**src/hw/rtl/esv_pkg.sv**
```systemverilog
// Shared types and constants for the expression syntax validator.
// Holds character class codes, the queue item type and verdict codes.
// No dependencies.
package esv_pkg;

  // Deepest bracket nesting that is still legal
  localparam int MAX_DEPTH = 255;
  localparam int DEPTH_W   = $clog2(MAX_DEPTH + 1);

  // Front-to-back queue size
  localparam int QDEPTH = 4;
  localparam int QAW    = $clog2(QDEPTH);

  // Character class codes
  localparam int CLS_W = 4;
  typedef logic [CLS_W-1:0] cls_t;

  localparam cls_t CL_BAD   = 4'd0;  // outside the allowed set
  localparam cls_t CL_X     = 4'd1;  // 'X'
  localparam cls_t CL_DIG   = 4'd2;  // '0'..'9'
  localparam cls_t CL_ADD   = 4'd3;  // '+'
  localparam cls_t CL_MINUS = 4'd4;  // '-'
  localparam cls_t CL_OPEN  = 4'd5;  // '('
  localparam cls_t CL_CLOSE = 4'd6;  // ')'
  localparam cls_t CL_CARET = 4'd7;  // '^'
  localparam cls_t CL_DOT   = 4'd8;  // '.'
  localparam cls_t CL_MUL   = 4'd9;  // '*', '/'

  // ASCII codes of interest
  localparam logic [7:0] CH_X     = 8'h58;
  localparam logic [7:0] CH_0     = 8'h30;
  localparam logic [7:0] CH_9     = 8'h39;
  localparam logic [7:0] CH_PLUS  = 8'h2B;
  localparam logic [7:0] CH_MINUS = 8'h2D;
  localparam logic [7:0] CH_STAR  = 8'h2A;
  localparam logic [7:0] CH_SLASH = 8'h2F;
  localparam logic [7:0] CH_OPEN  = 8'h28;
  localparam logic [7:0] CH_CLOSE = 8'h29;
  localparam logic [7:0] CH_CARET = 8'h5E;
  localparam logic [7:0] CH_DOT   = 8'h2E;

  // Verdict codes
  localparam logic [1:0] V_OK       = 2'd0;
  localparam logic [1:0] V_BAD_CHAR = 2'd1;
  localparam logic [1:0] V_BAD_EXPR = 2'd2;

  // One classified character in the queue
  typedef struct packed {
    cls_t cls;
    logic last;
  } item_t;

endpackage

```
**src/hw/rtl/expression_syntax_validator.sv**
```systemverilog
// Expression syntax validator: one character beat per cycle while the queue has room, one verdict per formula.
// The verdict follows the beat with tlast through the queue write, then the back end's
// verdict register.
// Throughput: one character per cycle while the verdict register is free or draining; the rule check is combinational.
// Reset (rst, synchronous): empties the queue, clears formula state and verdict valid.
// Depends on esv_pkg, esv_front, esv_queue and esv_back.
module expression_syntax_validator (
  input  logic       clk,
  input  logic       rst,
  input  logic       s_tvalid,
  output logic       s_tready,
  input  logic [7:0] s_tdata,   // [7:0] ch
  input  logic       s_tlast,   // last
  output logic       m_tvalid,
  input  logic       m_tready,
  output logic [7:0] m_tdata    // [1:0] verdict, [7:2] zero
);

  esv_pkg::item_t push_item;
  esv_pkg::item_t head;
  logic           push;
  logic           pop;
  logic           full;
  logic           not_empty;

  // Accept and classify
  esv_front u_front (
    .s_tvalid (s_tvalid),
    .s_tready (s_tready),
    .s_tdata  (s_tdata),
    .s_tlast  (s_tlast),
    .q_full   (full),
    .q_push   (push),
    .q_item   (push_item)
  );

  // Decoupling queue
  esv_queue u_queue (
    .clk       (clk),
    .rst       (rst),
    .push      (push),
    .push_item (push_item),
    .full      (full),
    .pop       (pop),
    .not_empty (not_empty),
    .head      (head)
  );

  // Rule checks and verdict
  esv_back u_back (
    .clk      (clk),
    .rst      (rst),
    .q_valid  (not_empty),
    .q_head   (head),
    .q_pop    (pop),
    .m_tvalid (m_tvalid),
    .m_tready (m_tready),
    .m_tdata  (m_tdata)
  );

endmodule

```
**src/hw/rtl/esv_front.sv**
```systemverilog
// Front end: accepts character beats and classifies them.
// Pushes classified items into the queue; depends on esv_pkg.
module esv_front (
  input  logic           s_tvalid,
  output logic           s_tready,
  input  logic [7:0]     s_tdata,   // [7:0] ch
  input  logic           s_tlast,
  input  logic           q_full,
  output logic           q_push,
  output esv_pkg::item_t q_item
);

  // Character classifier
  function automatic esv_pkg::cls_t classify(input logic [7:0] c);
    esv_pkg::cls_t r;
    r = esv_pkg::CL_BAD;
    if (c >= esv_pkg::CH_0 && c <= esv_pkg::CH_9) begin
      r = esv_pkg::CL_DIG;
    end else begin
      case (c)
        esv_pkg::CH_X:     r = esv_pkg::CL_X;
        esv_pkg::CH_PLUS:  r = esv_pkg::CL_ADD;
        esv_pkg::CH_STAR:  r = esv_pkg::CL_MUL;
        esv_pkg::CH_SLASH: r = esv_pkg::CL_MUL;
        esv_pkg::CH_MINUS: r = esv_pkg::CL_MINUS;
        esv_pkg::CH_OPEN:  r = esv_pkg::CL_OPEN;
        esv_pkg::CH_CLOSE: r = esv_pkg::CL_CLOSE;
        esv_pkg::CH_CARET: r = esv_pkg::CL_CARET;
        esv_pkg::CH_DOT:   r = esv_pkg::CL_DOT;
        default:           r = esv_pkg::CL_BAD;
      endcase
    end
    return r;
  endfunction

  // Accept whenever the queue has room
  assign s_tready    = !q_full;
  assign q_push      = s_tvalid && !q_full;
  assign q_item.cls  = classify(s_tdata);
  assign q_item.last = s_tlast;

endmodule

```
**src/hw/rtl/esv_queue.sv**
```systemverilog
// Short FIFO of classified items between front and back.
// Depends on esv_pkg for the item type and depth.
module esv_queue (
  input  logic           clk,
  input  logic           rst,
  input  logic           push,
  input  esv_pkg::item_t push_item,
  output logic           full,
  input  logic           pop,
  output logic           not_empty,
  output esv_pkg::item_t head
);

  esv_pkg::item_t             slots [esv_pkg::QDEPTH];
  logic [esv_pkg::QAW-1:0]    wr_ptr;
  logic [esv_pkg::QAW-1:0]    rd_ptr;
  logic [esv_pkg::QAW:0]      count;

  assign full      = (count == (esv_pkg::QAW+1)'(esv_pkg::QDEPTH));
  assign not_empty = (count != '0);
  assign head      = slots[rd_ptr];

  // Storage
  always_ff @(posedge clk) begin
    if (push) begin
      slots[wr_ptr] <= push_item;
    end
  end

  // Pointers and fill count
  always_ff @(posedge clk) begin
    if (rst) begin
      wr_ptr <= '0;
      rd_ptr <= '0;
      count  <= '0;
    end else begin
      if (push) wr_ptr <= wr_ptr + esv_pkg::QAW'(1);
      if (pop)  rd_ptr <= rd_ptr + esv_pkg::QAW'(1);
      if (push && !pop)      count <= count + (esv_pkg::QAW+1)'(1);
      else if (pop && !push) count <= count - (esv_pkg::QAW+1)'(1);
    end
  end

endmodule

```
**src/hw/rtl/esv_back.sv**
```systemverilog
// Back end: neighbor rules, bracket depth and the verdict register.
// Pops classified items from the queue; depends on esv_pkg.
module esv_back (
  input  logic           clk,
  input  logic           rst,
  input  logic           q_valid,
  input  esv_pkg::item_t q_head,
  output logic           q_pop,
  output logic           m_tvalid,
  input  logic           m_tready,
  output logic [7:0]     m_tdata    // [1:0] verdict, [7:2] zero
);

  esv_pkg::cls_t                prev_cls;
  esv_pkg::cls_t                prev_prev_cls;
  logic [1:0]                   seen_count;
  logic [esv_pkg::DEPTH_W-1:0]  depth;
  logic                         syntax_bad;
  logic                         charset_bad;
  logic [1:0]                   verdict;

  logic [esv_pkg::DEPTH_W-1:0]  depth_next;
  logic                         syntax_bad_next;
  logic                         charset_bad_next;
  logic                         can_take;
  esv_pkg::cls_t                c;

  function automatic logic is_op(input esv_pkg::cls_t k);
    return k == esv_pkg::CL_ADD || k == esv_pkg::CL_MINUS || k == esv_pkg::CL_MUL;
  endfunction

  function automatic logic is_dig(input esv_pkg::cls_t k);
    return k == esv_pkg::CL_DIG;
  endfunction

  // Inner character check: b before, m middle, a after
  function automatic logic inner_ok(input esv_pkg::cls_t b, input esv_pkg::cls_t m,
                                    input esv_pkg::cls_t a);
    logic r;
    r = 1'b1;
    unique case (m) inside
      esv_pkg::CL_X: begin
        // of the operators, only '+' and '-' may lead into X, not '*' or '/'
        r = b == esv_pkg::CL_ADD || b == esv_pkg::CL_MINUS ||
            b == esv_pkg::CL_OPEN || b == esv_pkg::CL_CARET || is_dig(b);
        r = r && (a == esv_pkg::CL_CARET || is_op(a) || a == esv_pkg::CL_CLOSE);
      end
      esv_pkg::CL_ADD, esv_pkg::CL_MINUS, esv_pkg::CL_MUL: begin
        r = (b == esv_pkg::CL_X || b == esv_pkg::CL_CLOSE || is_dig(b) ||
             (m == esv_pkg::CL_MINUS && b == esv_pkg::CL_CARET)) &&
            (a == esv_pkg::CL_X || a == esv_pkg::CL_OPEN || is_dig(a));
      end
      esv_pkg::CL_OPEN: begin
        r = (b == esv_pkg::CL_CARET || is_op(b)) &&
            (a == esv_pkg::CL_X || is_dig(a));
      end
      esv_pkg::CL_CLOSE: begin
        r = (b == esv_pkg::CL_X || is_dig(b)) &&
            (a == esv_pkg::CL_CARET || is_op(a));
      end
      esv_pkg::CL_CARET: begin
        r = (b == esv_pkg::CL_CLOSE || b == esv_pkg::CL_X || is_dig(b)) &&
            (a == esv_pkg::CL_OPEN || a == esv_pkg::CL_X ||
             a == esv_pkg::CL_MINUS || is_dig(a));
      end
      esv_pkg::CL_DOT: begin
        r = is_dig(b) && is_dig(a);
      end
      default: r = 1'b1;
    endcase
    return r;
  endfunction

  // Take an item when the verdict register is free or draining
  assign can_take = !m_tvalid || m_tready;
  assign q_pop    = q_valid && can_take;
  assign c        = q_head.cls;
  assign m_tdata  = {6'b0, verdict};

  // Rule checks and depth update for the item at the queue head
  always_comb begin
    charset_bad_next = charset_bad || (c == esv_pkg::CL_BAD);
    syntax_bad_next  = syntax_bad;
    depth_next       = depth;
    if (seen_count == 2'd0) begin
      if (!(c == esv_pkg::CL_X || c == esv_pkg::CL_OPEN || is_dig(c)))
        syntax_bad_next = 1'b1;
    end else if (seen_count == 2'd2) begin
      if (!inner_ok(prev_prev_cls, prev_cls, c)) syntax_bad_next = 1'b1;
    end
    if (c == esv_pkg::CL_OPEN) begin
      if (depth >= esv_pkg::DEPTH_W'(esv_pkg::MAX_DEPTH)) syntax_bad_next = 1'b1;
      else depth_next = depth + esv_pkg::DEPTH_W'(1);
    end else if (c == esv_pkg::CL_CLOSE) begin
      if (depth == '0) syntax_bad_next = 1'b1;
      else depth_next = depth - esv_pkg::DEPTH_W'(1);
    end
    if (q_head.last) begin
      if (!(c == esv_pkg::CL_CLOSE || c == esv_pkg::CL_X || is_dig(c)))
        syntax_bad_next = 1'b1;
      if (depth_next != '0) syntax_bad_next = 1'b1;
    end
  end

  // Formula state
  always_ff @(posedge clk) begin
    if (rst) begin
      prev_cls      <= esv_pkg::CL_BAD;
      prev_prev_cls <= esv_pkg::CL_BAD;
      seen_count    <= '0;
      depth         <= '0;
      syntax_bad    <= 1'b0;
      charset_bad   <= 1'b0;
    end else if (q_pop) begin
      if (q_head.last) begin
        prev_cls      <= esv_pkg::CL_BAD;
        prev_prev_cls <= esv_pkg::CL_BAD;
        seen_count    <= '0;
        depth         <= '0;
        syntax_bad    <= 1'b0;
        charset_bad   <= 1'b0;
      end else begin
        prev_prev_cls <= prev_cls;
        prev_cls      <= c;
        if (seen_count != 2'd2) seen_count <= seen_count + 2'd1;
        depth       <= depth_next;
        syntax_bad  <= syntax_bad_next;
        charset_bad <= charset_bad_next;
      end
    end
  end

  // Verdict output register
  always_ff @(posedge clk) begin
    if (rst) begin
      m_tvalid <= 1'b0;
    end else if (q_pop && q_head.last) begin
      m_tvalid <= 1'b1;
    end else if (m_tready) begin
      m_tvalid <= 1'b0;
    end
  end

  always_ff @(posedge clk) begin
    if (q_pop && q_head.last) begin
      verdict <= charset_bad_next ? esv_pkg::V_BAD_CHAR :
                 (syntax_bad_next ? esv_pkg::V_BAD_EXPR : esv_pkg::V_OK);
    end
  end

endmodule

```
**config.mk**
```make
export PLATFORM = sky130hd
export DESIGN_NAME = expression_syntax_validator
export DESIGN_NICKNAME = d
export VERILOG_FILES = /design/src/hw/rtl/esv_pkg.sv /design/src/hw/rtl/expression_syntax_validator.sv /design/src/hw/rtl/esv_front.sv /design/src/hw/rtl/esv_queue.sv /design/src/hw/rtl/esv_back.sv
export SDC_FILE = /design/constraint.sdc
export NUM_CORES = 1
export LEC_CHECK = 0
export BUFFER_PORTS_ARGS = -buffer_cell sky130_fd_sc_hd__buf_4
export CELL_PAD_IN_SITES_DETAIL_PLACEMENT = 2
export CELL_PAD_IN_SITES_GLOBAL_PLACEMENT = 2
export CORE_MARGIN = 2
export CORE_UTILIZATION = 41
export DETAILED_ROUTE_END_ITERATION = 8
export GPL_ROUTABILITY_DRIVEN = 0
export GPL_TIMING_DRIVEN = 1
export PLACE_DENSITY = 0.92
export RECOVER_POWER = 25
export SLEW_MARGIN = 20
export SYNTH_ARGS = -nofsm -noshare
export SYNTH_HDL_FRONTEND = slang
export SYNTH_SLANG_ARGS = --single-unit
```
**constraint.sdc**
```tcl
create_clock -name clk -period 7.8 [get_ports clk]
set_input_delay 1.56 -clock clk [delete_from_list [all_inputs] [get_ports clk]]
set_output_delay 1.56 -clock clk [all_outputs]
set_load 0.02 [all_outputs]
```
# After elaboration in Yosys (flattened, before gate mapping)
# Memories as Yosys holds them, arrays and structs flattened. A register that Yosys moved wholly into a read port is not among the register bits.
# Index checks and enable logic that the tools add are counted.
# classes
eq_ne,36
n_lt_le_gt_ge,3
add_sub_neg,7
reduce_logical,51
muxes,36
# op_table
cell,n
$eq 8x6->1 const B,7
$eq 4x3->1 const B,12
$mux 8,5
$pmux 4 s8,1
$logic_or 1x1->1,23
$eq 4x2->1 const B,5
$mux 1,19
$eq 4x4->1 const B,4
$eq 8x7->1 const B,2
$logic_and 1x1->1,13
$eq 4x1->1 const B,3
$mux 4,3
$mux 2,5
$add 8x1->8 const B,1
$ge 8x6->1 const B,1
$ge 8x8->1 const B,1
$le 8x6->1 const B,1
$logic_not 8->1,1
$reduce_bool 8->1,1
$sub 8x1->8 const B,1
$add 2x1->2 const B,3
$mux 3,2
$pmux 1 s6,1
$reduce_bool 2->1,3
other kinds (12),15
# totals
input_bits,13
memories,1
mem_bits_rw,20
regBits,30
elab_cells,145
# memory_table
name,words,word_bits,read_ports,rd_ports_with_merged_regs,wr,line,source
u_queue.slots,4,5,1,1,1,esv_queue.sv:14,esv_pkg::item_t slots [esv_pkg::QDEPTH];

# Depth between registers and ports, before layout
# logic_depth
word_depth,19
depth_mapped,10
mapped_depth_nobuf,9

# Modules after synthesis
# Synthesis repeated with hierarchy kept, for this count alone.
# unflattened
hier_cells,351
area_unflattened_um2,3330.7
# modules_own_cells
mod,instances,cells_each,seq_area_each_um2,area_each_um2
esv_back,1,256,480.5,1994.4
esv_queue,1,70,780.7,1156.1
esv_front,1,25,0.0,180.2

# Worst setup path after synthesis
# No wires, ideal clock.
# synth_path
path_kind,input to register
start,input port m_tready
end,register u_queue.count[2] (netlist name)
required_ps,7730
setup_ps,70
path_slack_ps,4337
cell_stages,10
arrival_ps,3392
cell_sequence,nand2b_1 > o31a_1 > inv_1 > clkbuf_1 > ha_1 > inv_1 > fa_1 > xor2_1 > or3_1 > a21oi_1
# synth_between
elab_chain_len,5
# synth_lines
element,line,source
start: declaration,expression_syntax_validator.sv:15,"input logic m_tready,"
$logic_or 1x1->1 (*),esv_back.sv:75,assign can_take = !m_tvalid || m_tready;
$logic_and 1x1->1 (*),esv_back.sv:76,assign q_pop = q_valid && can_take;
$logic_not 1->1,esv_queue.sv:39,if (push && !pop) count <= count + (esv_pkg::QAW+1)'(1);
$logic_and 1x1->1,esv_queue.sv:39,
$mux 3 or $reduce_bool 2->1 (tied branches),n/a,
end signal: assignment,esv_queue.sv:39,
end signal: assignment,esv_queue.sv:40,else if (pop && !push) count <= count - (esv_pkg::QAW+1)'(1);
end: declaration,esv_queue.sv:17,logic [esv_pkg::QAW:0] count;
# Mark *: on every way between the ends. The rest lies on a longest branch, timed or not.
# A chain may end at the register's enable or synchronous reset.

# Worst setup path after layout
# Same ends and word-level chain as after synthesis.

==> flow_summary.ini <==
[clock_network]
cts_sinks = 52
clock_transition_at_the_registers_of_the_reported_paths_ps = 100
cts_resized = 0
cts_root_buffer = sky130_fd_sc_hd__clkbuf_8
ctsHoldBuffers = 0
clk-insertion-delay-late_ps = 320
maximum_clock_path_buffer_count = 2
post_cts.repair.setup_buffers = 0
cts_buffers = 5
tritoncts_clock_tree = built
htree_levels = 2

[cells_and_area]
drive_above_1_share = 0.110
diodes = 0
finalCoreUtilization = 0.456
finalNonFillerCells = 444
nets = 368
area_growth_syn_to_layout_pct = 6.54

[place]
total_instance_count_after_detailed_placement = 436
port-buffer-count = 16
dpl.hpwl_um = 6530

[setup_path]
crit_chain = buf_4 -> nand2b_1 -> o31a_1 -> inv_1 -> ha_1 -> inv_1 -> fa_1 -> xor2_1 -> or3_1 -> a21oi_1
crit_path_start = m_tready
critical_path.startpoint_type = input port
worst_path_most_repeated_cell = sky130_fd_sc_hd__inv_1
critical_path.max_fanout = 20
worstSetupPathType = input port to flip-flop
endpoint_kind = flip-flop
largest_stage_delay_on_the_critical_path_ps = 590
worst-endpoint-arrival_ps = 4070
critical_path_required_ps = 8050
critical_path_slowest_stage_cell = sky130_fd_sc_hd__inv_1

[global_routing]
initial_antenna_violation_count = 0
grt_usage = 0.228
gr-total-overflow = 0
grt_max_degree = 30
first_global_vias = 2870
first_pass_grt_wire_length_um = 15100

[run]
cap_violations = 0

[logic_synthesis]
yosys_register_bits = 52
ys_dominant_reg_cell = sky130_fd_sc_hd__dfxtp_1
netlist_instances = 347
async_sr_flop_fraction = 0
netlist_area_mm2 = 0.00315
synth_area_per_cell_um2 = 9.09
yosys-top-cells-area = sky130_fd_sc_hd__edfxtp_1, sky130_fd_sc_hd__dfxtp_1, sky130_fd_sc_hd__ha_1
netlist.top_cell.by_area = sky130_fd_sc_hd__edfxtp_1
synthDominantCellAreaShare = 0.209
synth-seq-area-share = 0.400
synth-warning-count = 0
synth_cell_type_count = 63
synth-edff-count = 22

[hold_path]
hold_path.class = flip-flop to flip-flop
holdCritStartpoint = u_back.charset_bad

[timing]
final-hold-violation-count = 0
worst-slew-pin-transition_ps = 673
max_clock_freq_mhz = 261
finalMaxSlewViolations = 0
timing.clock.skew_ps = 13.1
post-route-period-util = 0.490
timing.final.crit_period_ps = 3820
timing.setup.tns_ps = 0
setup_repair_after_global_routing_missed_its_margin = false
worst_slew_margin_relative_to_its_limit = 0.551
setup_viol = 0

[run_status]
outcome = finished, final reports clean

[floorplanning]
row_count = 31
die_width_um = 91.7
floorplan.io_pins = 23
die_area_mm2 = 0.00841
design.core.area_mm2 = 0.00737
floorplan.initialDensity = 0.428
die_h_um = 91.7

[detailed_routing]
detail_route.vias_per_cell = 5.92
drt_first_pass_iters = 4
finalWirelength_um = 9070
vias = 2628
drc = 0
post_drt_wl_per_cell_um = 20.4
ant_nets_after_route = 0
drt_iter0_markers = 128

[power]
leakage_nw = 1.19
vdd.ir_drop.worst_mv = 0.164
powerDensity_mw_per_mm2 = 315
## worst paths after layout
check	end	slack, ps	cells after the start
hold / removal	u_back.charset_bad	530	2
setup / recovery	u_queue.count[2]	3980	10
hold reg to reg	u_back.charset_bad	530	2
setup reg to reg	u_back.verdict[1]	4480	7
## per-stage QoR
stage | cell area [um^2] | total power [W] | worst slack, ps | hold WS (ps)
global placement | 3250 | 0.000824 | 3830 | 495
detailed placement | 3250 | 0.000859 | 3720 | 503
floorplan | 3170 | 0.000743 | 4340 | 469
global route | 3360 | 0.00113 | 3760 | 550
finish | 3360 | 0.00106 | 3980 | 532
CTS | 3360 | 0.00106 | 3970 | 541
## worst max-delay path: cells and delay by family
| family | cells | cell delay (ps) |
|---|---|---|
| XOR/XNOR | 1 | 160 |
| buffers and inverters | 3 | 760 |
| adder cells (fa/ha/maj) | 2 | 690 |
| AND/OR/NAND/NOR | 2 | 460 |
| AO/OA/AOI/OAI | 2 | 440 |
## registers in the layout (all words and copies together) (netlist names), named ones only
name	cells
u_queue.count	3
u_back.prev_cls	4
u_back.syntax_bad	1
u_back.depth	8
u_queue.rd_ptr	2
u_back.seen_count	2
u_queue.slots	20
u_back.prev_prev_cls	4
u_back.charset_bad	1
u_back.m_tvalid	1
u_back.verdict	2
u_queue.wr_ptr	2
## layout by cell type, fill, tap and decap left out, drive strengths merged, types with 6 or more instances in the layout
| cell | n |
|---|---|
| a21oi | 22 |
| inv | 19 |
| nand3 | 20 |
| conb | 6 |
| o21ai | 11 |
| clkbuf | 7 |
| dfxtp | 30 |
| buf | 14 |
| and3 | 10 |
| nand2 | 29 |
| a22oi | 7 |
| nand2b | 8 |
| ha | 10 |
| edfxtp | 22 |
| nor2 | 28 |
| nor4 | 7 |
## kinds of logic after synthesis
| logic type | count (synthesis) | share of synthesized area |
|---|---|---|
| simple gates | 140 | 0.242 |
| mux | 8 | 0.0420 |
| xor+xnor | 9 | 0.0250 |
| flops | 52 | 0.400 |
| other cells | 1 | 0.00119 |
| buf+inv | 49 | 0.0746 |
| compound gates | 77 | 0.169 |
| fa+ha+maj | 11 | 0.0460 |
## cell usage after synthesis (4+ instances only)
cell type                   n
sky130_fd_sc_hd__dfxtp_1   30
sky130_fd_sc_hd__nand2_1   29
sky130_fd_sc_hd__nor2_1    28
sky130_fd_sc_hd__a21oi_1   22
sky130_fd_sc_hd__edfxtp_1  22
sky130_fd_sc_hd__nand3_1   20
sky130_fd_sc_hd__clkbuf_1  19
sky130_fd_sc_hd__inv_1     18
sky130_fd_sc_hd__and3_1    10
sky130_fd_sc_hd__ha_1      10
sky130_fd_sc_hd__o21ai_0   10
sky130_fd_sc_hd__nand2b_1   8
sky130_fd_sc_hd__a22oi_1    7
sky130_fd_sc_hd__buf_4      7
sky130_fd_sc_hd__nor4_1     6
sky130_fd_sc_hd__a211oi_1   5
sky130_fd_sc_hd__nor3_1     5
sky130_fd_sc_hd__xnor2_1    5
sky130_fd_sc_hd__mux4_2     4
sky130_fd_sc_hd__nor4b_1    4
sky130_fd_sc_hd__or2_2      4
sky130_fd_sc_hd__xor2_1     4
## layout make-up
cell class                 instances  area (um^2)
timing repair buffer              16          113
multi-input combinational        251         1680
tap                               99          124
clock inverter                     3         46.3
inverter                          18         67.6
fill                             813         4010
clock buffer                       5         68.8
sequential                        52         1260
## routing by layer
layer	track usage	part of all wire	vias to the layer above
met5	0	0	-
met4	0.0473	0.0098	0
met3	0.0337	0.029	7
met2	0.410	0.52	44
met1	0.289	0.44	1330
li1	-	-	1247
## where the power goes
part,leakage [nW],internal [W],switching [W]
Clock,0.0548,0.0000969,0.000100
Sequential,0.444,0.000336,0.0000572
Combinational,0.694,0.000175,0.000293
Total,1.19,0.000608,0.000450
No activity file was read; power rests on OpenSTA's default activity.
